[config.mk]
export PLATFORM = sky130hd
export DESIGN_NAME = cell_fault_qualifier_core
export DESIGN_NICKNAME = d
export VERILOG_FILES = /design/src/hdl/cfq_pkg.sv /design/src/hdl/cfq_front.sv /design/src/hdl/cfq_queue.sv /design/src/hdl/cfq_back.sv /design/src/hdl/cell_fault_qualifier_core.sv
export SDC_FILE = /design/constraint.sdc
export NUM_CORES = 2
export LEC_CHECK = 0
export BUFFER_PORTS_ARGS = -buffer_cell sky130_fd_sc_hd__buf_2
export CAP_MARGIN = 0
export CORE_ASPECT_RATIO = 2
export CORE_UTILIZATION = 52
export DETAILED_ROUTE_END_ITERATION = 12
export PLACE_DENSITY = 0.67
export SYNTH_ARGS = -nofsm -noshare
export SYNTH_HDL_FRONTEND = slang
export SYNTH_HIERARCHICAL = 1
export SYNTH_SLANG_ARGS = --single-unit
[constraint.sdc]
create_clock -name clk_i -period 17.6 [get_ports clk_i]
set_input_delay 3.52 -clock clk_i [delete_from_list [all_inputs] [get_ports clk_i]]
set_output_delay 3.52 -clock clk_i [all_outputs]
set_load 0.01 [all_outputs]
[src/hdl/cfq_pkg.sv]
// Package for the cell fault qualifier: payload structs, register codes,
// configuration bundle and the debounce counter update function.
// No dependencies.
package cfq_pkg;

  localparam int unsigned NumCellsDef = 16;
  localparam int unsigned CellW       = 4;
  localparam int unsigned SampleW     = 16;
  localparam int unsigned CountW      = 8;
  localparam int unsigned NumFaults   = 4;
  localparam int unsigned CfgIdxW     = 3;
  localparam int unsigned CfgDataW    = 16;

  // Flag bit positions
  localparam int unsigned FltOver  = 0;
  localparam int unsigned FltUnder = 1;
  localparam int unsigned FltOpen  = 2;
  localparam int unsigned FltSpike = 3;

  // Register reset values
  localparam logic [SampleW-1:0] OverLimitRst  = 16'd42000;
  localparam logic [SampleW-1:0] UnderLimitRst = 16'd25000;
  localparam logic [SampleW-1:0] OpenLimitRst  = 16'd1000;
  localparam logic [SampleW-1:0] SpikeLimitRst = 16'd5000;
  localparam logic [CountW-1:0]  DebounceRst   = 8'd3;

  typedef enum logic [CfgIdxW-1:0] {
    REG_OVER_LIMIT  = 3'd0,
    REG_UNDER_LIMIT = 3'd1,
    REG_OPEN_LIMIT  = 3'd2,
    REG_SPIKE_LIMIT = 3'd3,
    REG_DEBOUNCE    = 3'd4
  } cfq_reg_e;

  typedef struct packed {
    logic [CellW-1:0]   cell_index;
    logic [SampleW-1:0] cell_sample;
  } cfq_in_t;

  typedef struct packed {
    logic [CellW-1:0] cell_index_out;
    logic             over_voltage_flag;
    logic             under_voltage_flag;
    logic             open_wire_flag;
    logic             spike_flag;
  } cfq_out_t;

  typedef struct packed {
    logic [SampleW-1:0] over_limit;
    logic [SampleW-1:0] under_limit;
    logic [SampleW-1:0] open_limit;
    logic [SampleW-1:0] spike_limit;
    logic [CountW-1:0]  debounce;
  } cfq_cfg_t;

  // Classified request moving from front end to back end
  typedef struct packed {
    logic [CellW-1:0]   cell_idx;
    logic [SampleW-1:0] sample;
    logic               in_range;
    logic               over;
    logic               under;
    logic               open;
  } cfq_cls_t;

  typedef struct packed {
    logic [CountW-1:0] cnt;
    logic              flag;
  } cfq_qual_t;

  // Saturating up/down debounce counter with hysteresis on its flag
  function automatic cfq_qual_t cfq_qualify(logic [CountW-1:0] cnt, logic cond,
                                            logic flag, logic [CountW-1:0] limit);
    cfq_qual_t r;
    r.cnt  = cnt;
    r.flag = flag;
    if (cond) begin
      if (cnt < limit) r.cnt = cnt + CountW'(1);
      if (r.cnt >= limit) r.flag = 1'b1;
    end else begin
      if (cnt != '0) r.cnt = cnt - CountW'(1);
      if (r.cnt == '0) r.flag = 1'b0;
    end
    return r;
  endfunction

endpackage

[src/hdl/cfq_front.sv]
// Front end: accepts sample requests and classifies them against the
// voltage limits. Depends on cfq_pkg.
module cfq_front import cfq_pkg::*; #(
  parameter int unsigned NUM_CELLS = NumCellsDef
) (
  input  logic     in_valid_i,
  output logic     in_stall_o,
  input  cfq_in_t  in_data_i,
  input  cfq_cfg_t cfg_i,
  input  logic     q_full_i,
  output logic     q_push_o,
  output cfq_cls_t q_data_o
);

  // Stall only while the queue has no room
  assign in_stall_o = q_full_i;
  assign q_push_o   = in_valid_i && !q_full_i;

  // Classify the sample on raw counts
  always_comb begin
    q_data_o.cell_idx = in_data_i.cell_index;
    q_data_o.sample   = in_data_i.cell_sample;
    q_data_o.in_range = 32'(in_data_i.cell_index) < NUM_CELLS;
    q_data_o.over     = in_data_i.cell_sample > cfg_i.over_limit;
    q_data_o.under    = in_data_i.cell_sample < cfg_i.under_limit;
    q_data_o.open     = in_data_i.cell_sample < cfg_i.open_limit;
  end

endmodule

[src/hdl/cfq_queue.sv]
// Two-entry queue between front and back end; push and pop may happen in the same cycle.
// Depends on cfq_pkg.
module cfq_queue import cfq_pkg::*; (
  input  logic     clk_i,
  input  logic     rst_ni,
  input  logic     push_i,
  input  cfq_cls_t push_data_i,
  output logic     full_o,
  input  logic     pop_i,
  output logic     valid_o,
  output cfq_cls_t pop_data_o
);

  cfq_cls_t   mem_q [2];
  logic       wr_ptr_q, wr_ptr_d;
  logic       rd_ptr_q, rd_ptr_d;
  logic [1:0] count_q, count_d;

  assign full_o     = count_q == 2'd2;
  assign valid_o    = count_q != 2'd0;
  assign pop_data_o = mem_q[rd_ptr_q];

  // Advance pointers and occupancy
  always_comb begin
    wr_ptr_d = wr_ptr_q ^ push_i;
    rd_ptr_d = rd_ptr_q ^ pop_i;
    count_d  = count_q + {1'b0, push_i} - {1'b0, pop_i};
  end

  always_ff @(posedge clk_i or negedge rst_ni) begin
    if (!rst_ni) begin
      wr_ptr_q <= 1'b0;
      rd_ptr_q <= 1'b0;
      count_q  <= 2'd0;
    end else begin
      wr_ptr_q <= wr_ptr_d;
      rd_ptr_q <= rd_ptr_d;
      count_q  <= count_d;
    end
  end

  // Store entries
  always_ff @(posedge clk_i) begin
    if (push_i) mem_q[wr_ptr_q] <= push_data_i;
  end

endmodule

[src/hdl/cfq_back.sv]
// Back end: per-cell counters, previous samples and flags, spike check,
// debounce update and the output register. Depends on cfq_pkg.
module cfq_back import cfq_pkg::*; #(
  parameter int unsigned NUM_CELLS = NumCellsDef
) (
  input  logic     clk_i,
  input  logic     rst_ni,
  input  cfq_cfg_t cfg_i,
  input  logic     q_valid_i,
  input  cfq_cls_t q_data_i,
  output logic     q_pop_o,
  output logic     out_valid_o,
  input  logic     out_stall_i,
  output cfq_out_t out_data_o
);

  // Only cells reachable by the index field get storage
  localparam int unsigned Depth = (NUM_CELLS < (1 << CellW)) ? NUM_CELLS : (1 << CellW);
  localparam int unsigned IdxW  = (Depth > 1) ? $clog2(Depth) : 1;

  logic [CountW-1:0]    cnt_q   [Depth][NumFaults];
  logic [SampleW-1:0]   prev_q  [Depth];
  logic [NumFaults-1:0] flags_q [Depth];

  logic                 out_valid_q, out_valid_d;
  cfq_out_t             out_q, out_d;

  logic [IdxW-1:0]      idx;
  logic [SampleW:0]     diff;
  logic [SampleW-1:0]   step;
  logic [NumFaults-1:0] cond;
  logic [NumFaults-1:0] flags_d;
  logic [CountW-1:0]    cnt_d [NumFaults];
  cfq_qual_t            qual  [NumFaults];

  assign idx     = q_data_i.cell_idx[IdxW-1:0];
  assign q_pop_o = q_valid_i && (!out_valid_q || !out_stall_i);

  // Spike step against the previous sample of the cell
  always_comb begin
    diff = {1'b0, q_data_i.sample} - {1'b0, prev_q[idx]};
    step = diff[SampleW] ? (prev_q[idx] - q_data_i.sample) : diff[SampleW-1:0];
    cond[FltOver]  = q_data_i.over;
    cond[FltUnder] = q_data_i.under;
    cond[FltOpen]  = q_data_i.open;
    cond[FltSpike] = step > cfg_i.spike_limit;
  end

  // Update counters and flags of the addressed cell
  always_comb begin
    for (int k = 0; k < NumFaults; k++) begin
      qual[k]    = cfq_qualify(cnt_q[idx][k], cond[k], flags_q[idx][k], cfg_i.debounce);
      cnt_d[k]   = qual[k].cnt;
      flags_d[k] = qual[k].flag;
    end
  end

  // Form the result; out-of-range cells report no faults
  always_comb begin
    out_d.cell_index_out     = q_data_i.cell_idx;
    out_d.over_voltage_flag  = q_data_i.in_range && flags_d[FltOver];
    out_d.under_voltage_flag = q_data_i.in_range && flags_d[FltUnder];
    out_d.open_wire_flag     = q_data_i.in_range && flags_d[FltOpen];
    out_d.spike_flag         = q_data_i.in_range && flags_d[FltSpike];
    out_valid_d = q_pop_o || (out_valid_q && out_stall_i);
  end

  // Per-cell state
  always_ff @(posedge clk_i or negedge rst_ni) begin
    if (!rst_ni) begin
      for (int c = 0; c < Depth; c++) begin
        prev_q[c]  <= '0;
        flags_q[c] <= '0;
        for (int k = 0; k < NumFaults; k++) cnt_q[c][k] <= '0;
      end
    end else if (q_pop_o && q_data_i.in_range) begin
      prev_q[idx]  <= q_data_i.sample;
      flags_q[idx] <= flags_d;
      for (int k = 0; k < NumFaults; k++) cnt_q[idx][k] <= cnt_d[k];
    end
  end

  // Output register
  always_ff @(posedge clk_i or negedge rst_ni) begin
    if (!rst_ni) begin
      out_valid_q <= 1'b0;
    end else begin
      out_valid_q <= out_valid_d;
    end
  end

  always_ff @(posedge clk_i) begin
    if (q_pop_o) out_q <= out_d;
  end

  assign out_valid_o = out_valid_q;
  assign out_data_o  = out_q;

endmodule

[src/hdl/cell_fault_qualifier_core.sv]
// Top level of the cell fault qualifier: configuration registers and the
// front end, queue and back end. Depends on cfq_pkg, cfq_front, cfq_queue, cfq_back.
//
// Each accepted sample request returns one result with that cell's four
// debounced fault flags. The block sustains one sample per clock while the
// output is not stalled; a result is presented once its request has passed
// through the two-entry queue and been registered at the back end's output.
// The back end does a read-modify-write of the addressed cell's counters,
// previous sample and flags, held in flip-flops that reset clears.
// Input stall rises only when the queue is full behind a stalled output.
// Configuration writes are always ready and are registered before they take effect.
module cell_fault_qualifier_core import cfq_pkg::*; #(
  parameter int unsigned NUM_CELLS = NumCellsDef
) (
  input  logic                clk_i,
  input  logic                rst_ni,
  input  logic                in_valid_i,
  output logic                in_stall_o,
  input  cfq_in_t             in_data_i,
  output logic                out_valid_o,
  input  logic                out_stall_i,
  output cfq_out_t            out_data_o,
  input  logic                cfg_valid_i,
  output logic                cfg_ready_o,
  input  logic [CfgIdxW-1:0]  cfg_index_i,
  input  logic [CfgDataW-1:0] cfg_data_i
);

  cfq_cfg_t cfg_q, cfg_d;
  logic     q_push, q_full, q_pop, q_valid;
  cfq_cls_t q_wdata, q_rdata;

  assign cfg_ready_o = 1'b1;

  // Decode register writes; unknown indexes drop
  always_comb begin
    cfg_d = cfg_q;
    if (cfg_valid_i) begin
      unique case (cfq_reg_e'(cfg_index_i))
        REG_OVER_LIMIT:  cfg_d.over_limit  = cfg_data_i;
        REG_UNDER_LIMIT: cfg_d.under_limit = cfg_data_i;
        REG_OPEN_LIMIT:  cfg_d.open_limit  = cfg_data_i;
        REG_SPIKE_LIMIT: cfg_d.spike_limit = cfg_data_i;
        REG_DEBOUNCE:    cfg_d.debounce    = cfg_data_i[CountW-1:0];
        default:         cfg_d = cfg_q;
      endcase
    end
  end

  always_ff @(posedge clk_i or negedge rst_ni) begin
    if (!rst_ni) begin
      cfg_q.over_limit  <= OverLimitRst;
      cfg_q.under_limit <= UnderLimitRst;
      cfg_q.open_limit  <= OpenLimitRst;
      cfg_q.spike_limit <= SpikeLimitRst;
      cfg_q.debounce    <= DebounceRst;
    end else begin
      cfg_q <= cfg_d;
    end
  end

  cfq_front #(.NUM_CELLS(NUM_CELLS)) u_front (
    .in_valid_i (in_valid_i),
    .in_stall_o (in_stall_o),
    .in_data_i  (in_data_i),
    .cfg_i      (cfg_q),
    .q_full_i   (q_full),
    .q_push_o   (q_push),
    .q_data_o   (q_wdata)
  );

  cfq_queue u_queue (
    .clk_i       (clk_i),
    .rst_ni      (rst_ni),
    .push_i      (q_push),
    .push_data_i (q_wdata),
    .full_o      (q_full),
    .pop_i       (q_pop),
    .valid_o     (q_valid),
    .pop_data_o  (q_rdata)
  );

  cfq_back #(.NUM_CELLS(NUM_CELLS)) u_back (
    .clk_i       (clk_i),
    .rst_ni      (rst_ni),
    .cfg_i       (cfg_q),
    .q_valid_i   (q_valid),
    .q_data_i    (q_rdata),
    .q_pop_o     (q_pop),
    .out_valid_o (out_valid_o),
    .out_stall_i (out_stall_i),
    .out_data_o  (out_data_o)
  );

endmodule

==> tab_implementation.tex <==
\begin{tabular}{lr}
\hline
Metric & Value \\
\hline
\multicolumn{2}{l}{\textbf{Placement}} \\
\quad Count of input and output buffers & 53 \\
\quad Dpl hpwl & 80700 um \\
\quad Placer Congestion & 0.913 \\
\quad Cell area after placement & approximately 49000 um2 \\
\multicolumn{2}{l}{\textbf{Synth}} \\
\quad Net count of the mapped netlist & about 4500 \\
\quad Leading post-synthesis cells by instance count & nand2\_1 (916), dfrtp\_1 (886), o21ai\_0 (669) \\
\quad Cell taking the most area after synthesis & dfrtp\_1 \\
\quad Number of register bits inferred by synthesis & about 970 \\
\quad Netlist Area Pre-Place & 47800 um2 \\
\quad Fraction of synthesis flops using an asynchronous set or reset pin & between 90 and 100\% \\
\quad Post-synthesis sequential area ratio & between 50\% and 60\% \\
\quad Number of distinct standard cells referenced by the synthesized netlist & 96 \\
\quad Area fraction of the dominant cell type after synthesis & a little under half \\
\quad Number of enable flip-flop cells after synthesis & 56 \\
\quad Synth top area cells & dfrtp\_1 (46\%), mux4\_2 (11\%), nand2\_1 (7.2\%) \\
\quad Synthesized instance count & $\sim$4300 \\
\quad Avg Cell Area, Syn & 11.1 um2 \\
\quad Top FF cell, synth & dfrtp\_1 \\
\quad Ys Warns & 6 \\
\quad Most used standard cell by instance count after synthesis & nand2\_1 \\
\multicolumn{2}{l}{\textbf{Clock network}} \\
\quad Clock sink count & around 970 \\
\quad Clock latency at the later pin of the worst-skew pair & $\sim$0.70 ns \\
\quad Post-CTS resize count & 0 \\
\quad Htree depth & 3 \\
\quad Clock root cell & clkbuf\_16 \\
\quad Hold-fix buffers, CTS & 0 \\
\quad Inserted Clock Buffers & between 80 and 90 \\
\quad CTS tree & done \\
\quad Max Buffers Root-to-Sink & 3 \\
\quad Postcts setup bufs & 0 \\
\quad CTS clk-pin slew, worst paths & 0.07 ns \\
\multicolumn{2}{l}{\textbf{Layout}} \\
\quad Final net count & 4384 \\
\quad Fill cell total of the finished layout & about 7800 \\
\quad Fraction of final layout cells with drive strength greater than 1 & between 10\% and 20\% \\
\quad Relative area change from synthesis to final layout & 7.51\% \\
\quad Area taken by multi-input logic gates & approximately 21000 um2 \\
\quad Area taken by flip-flops and latches & around 24000 um2 \\
\quad Final cell area excluding filler cells & 51400 um2 \\
\quad Count of inserted antenna diode cells & 0 \\
\multicolumn{2}{l}{\textbf{Critical path}} \\
\quad R2R setup slack & 7.89 ns \\
\quad Cell-by-cell trace of the critical path & buf\_4 > mux2\_8 > buf\_12 > mux4\_2 > mux4\_2 > ha\_1 > a21o\_1 > a21o\_1 > a2111oi\_0 > o41a\_1 > a21oi\_2 > buf\_4 > mux2i\_1 > nand4\_1 > nand3\_1 > xor2\_1 > ha\_1 > a211o\_1 > a21oi\_1 > and3\_1 > a221o\_1 > mux2i\_1 > xnor2\_1 > o21ai\_0 \\
\quad Slowest cell on the critical path & xnor2\_1 \\
\quad Worst path buffer plus inverter count & 3 \\
\quad Kind of critical path & reg2reg \\
\quad Largest fanout on the critical path & 89 \\
\quad Data required, critical path & $\sim$18 ns \\
\quad Slowest Stage Delay on Critical Path & between 0.8 and 0.9 ns \\
\quad CP endpoint kind & flip-flop \\
\quad Critical Path AT & 10.23 ns \\
\quad Cell family contributing the most delay on the critical path & compound AO/OA/AOI/OAI gates \\
\quad Setup crit start kind & flip-flop \\
\multicolumn{2}{l}{\textbf{Power}} \\
\quad Static leakage & 23.5 nW \\
\quad Worst vdd rail ir drop & 0.269 mV \\
\quad Power Density & between 200 and 250 nW/um2 \\
\quad Post-route total power & between 0.01 and 0.015 W \\
\multicolumn{2}{l}{\textbf{Status}} \\
\quad Outcome & completed \\
\multicolumn{2}{l}{\textbf{Timing}} \\
\quad Final worst path period share & 55.2\% \\
\quad RSZ-0062 raised after global routing & false \\
\quad Final number of max-transition violations & 0 \\
\quad Measured slew at the worst slew-check pin & roughly 1.3 ns \\
\quad Final setup skew & 0.0306 ns \\
\quad Final setup violation count & 0 \\
\quad Final hold vios & 0 \\
\quad Total negative slack & 0 ns \\
\quad Normalized max-slew margin & about an eighth \\
\quad Final critical path time including I/O delays and setup & 9.71 ns \\
\quad Upper clock frequency limit & around 100 MHz \\
\multicolumn{2}{l}{\textbf{Hold path}} \\
\quad Path category of the worst min-delay check & reg2reg \\
\multicolumn{2}{l}{\textbf{Route}} \\
\quad Final routed wirelength across all metal layers & about 130000 um \\
\quad Drt first-iter violations & around 2100 \\
\quad Number of nets with antenna violations after routing & 0 \\
\quad Total DRC errors in the routed layout & 0 \\
\quad WL per Instance & 23.3 um \\
\quad 1st-pass router iterations & 7 \\
\quad Count of vias placed by the detailed router & roughly 32000 \\
\quad Vias per std cell & between 5 and 6 \\
\multicolumn{2}{l}{\textbf{Die}} \\
\quad Total die area & 93200 um2 \\
\quad Die span in y & around 430 um \\
\quad Initial core utilization & a little over half \\
\quad Horizontal extent of the die & about 220 um \\
\quad \# IOs & 55 \\
\quad Area of the core & between 90000 and 100000 um2 \\
\quad Placement Rows & between 150 and 200 \\
\multicolumn{2}{l}{\textbf{Run}} \\
\quad Max-capacitance violation count & 0 \\
\multicolumn{2}{l}{\textbf{Global routing}} \\
\quad First-pass GRT wire length & just under 200000 um \\
\quad Pin count of the biggest net entering global routing & about 180 \\
\quad Sum of overflow across all layers after global routing & 0 \\
\quad Overall global routing resource usage & 28.1\% \\
\quad Number of antenna violations at the first check in global routing & 1 \\
\quad Vias in the first global route & roughly 34000 \\
\hline
\end{tabular}
[power by group]
| part | switching [W] | internal (W) |
|---|---|---|
| Sequential | 0.000379 | 0.00302 |
| Clock | 0.000863 | 0.00104 |
| Combinational | 0.00383 | 0.00226 |
[metrics by stage]
stage	cells	hold slack, ns	setup slack [ns]	utilization [%]
CTS	5428	0.473	7.97	56.3
detailed placement	5274	0.457	7.98	53.2
floorplan	4303	0.440	8.96	-
finish	5429	0.473	7.89	56.3
global placement	5274	0.452	8.14	53.2
global route	5429	0.494	7.31	56.3
[cell type report]
cell class              count  area share, %
well taps                1192           2.90
inverters                 136          0.993
repair buffers            123           1.68
clock inverters            40          0.876
clock buffers             114           4.58
multi-input cells        2859           41.4
flip-flops and latches    965           47.6
[worst paths after layout]
check | start | to | cells past startpoint
worst max-delay path | u_queue/rd_ptr_q | u_back/cnt_q[96] | 24
max in group asynchronous | rst_ni | u_back/cnt_q[382] | 4
worst max register to register | u_queue/rd_ptr_q | u_back/cnt_q[96] | 24
worst min register to register | u_back/prev_q[31] | u_back/prev_q[31] | 2
min in group asynchronous | rst_ni | u_back/cnt_q[356] | 1
worst min-delay path | u_back/prev_q[31] | u_back/prev_q[31] | 2
[layout by cell type (no fill, tap or decap), drive strengths merged, types with 30 or more instances in the layout]
master    n
a22oi    36
edfxtp   56
mux2    159
o21ai   724
nand2   920
buf     123
inv     138
dfrtp   886
a21oi    92
clkbuf  114
mux4    242
ha      170
clkinv   30
a21o     52
xnor2    46
nor2    106
[layer usage]
metal / vias up / share of wire [%] / track usage, %
met5: - / 0 / 0
met1: 16400 / 37 / 31.6
met4: 0 / 6.2 / 16.5
met3: 370 / 4.3 / 3.72
met2: 930 / 53 / 50.4
li1: 14800 / - / -
[state kept, by name, summed over array words and instances, names as in the netlist]
name                cells
u_back/out_valid_o      1
u_back/prev_q         256
u_back/out_data_o       8
u_queue/mem_q          48
u_back/flags_q         64
cfg_q                  72
u_queue/count_q         2
u_back/cnt_q          512
u_queue/wr_ptr_q        1
u_queue/rd_ptr_q        1
[logic make-up after synthesis]
| family | Yosys count | synth area share [%] |
|---|---|---|
| buffers and inverters | 479 | 4.72 |
| other | 2 | 0.0157 |
| XOR/XNOR | 62 | 1.17 |
| flip-flops | 965 | 51.2 |
| multiplexers | 426 | 15.9 |
| AND/OR/NAND/NOR | 1183 | 10.3 |
| AO/OA/AOI/OAI | 1014 | 12.2 |
| adder cells (fa/ha/maj) | 172 | 4.53 |
[worst min-delay path: stages, from the launching register on]
cell and delay, ns:
dfrtp_1 0.34, nand2_1 0.05, nand2_1 0.05
(Power assumes the default switching activity.)
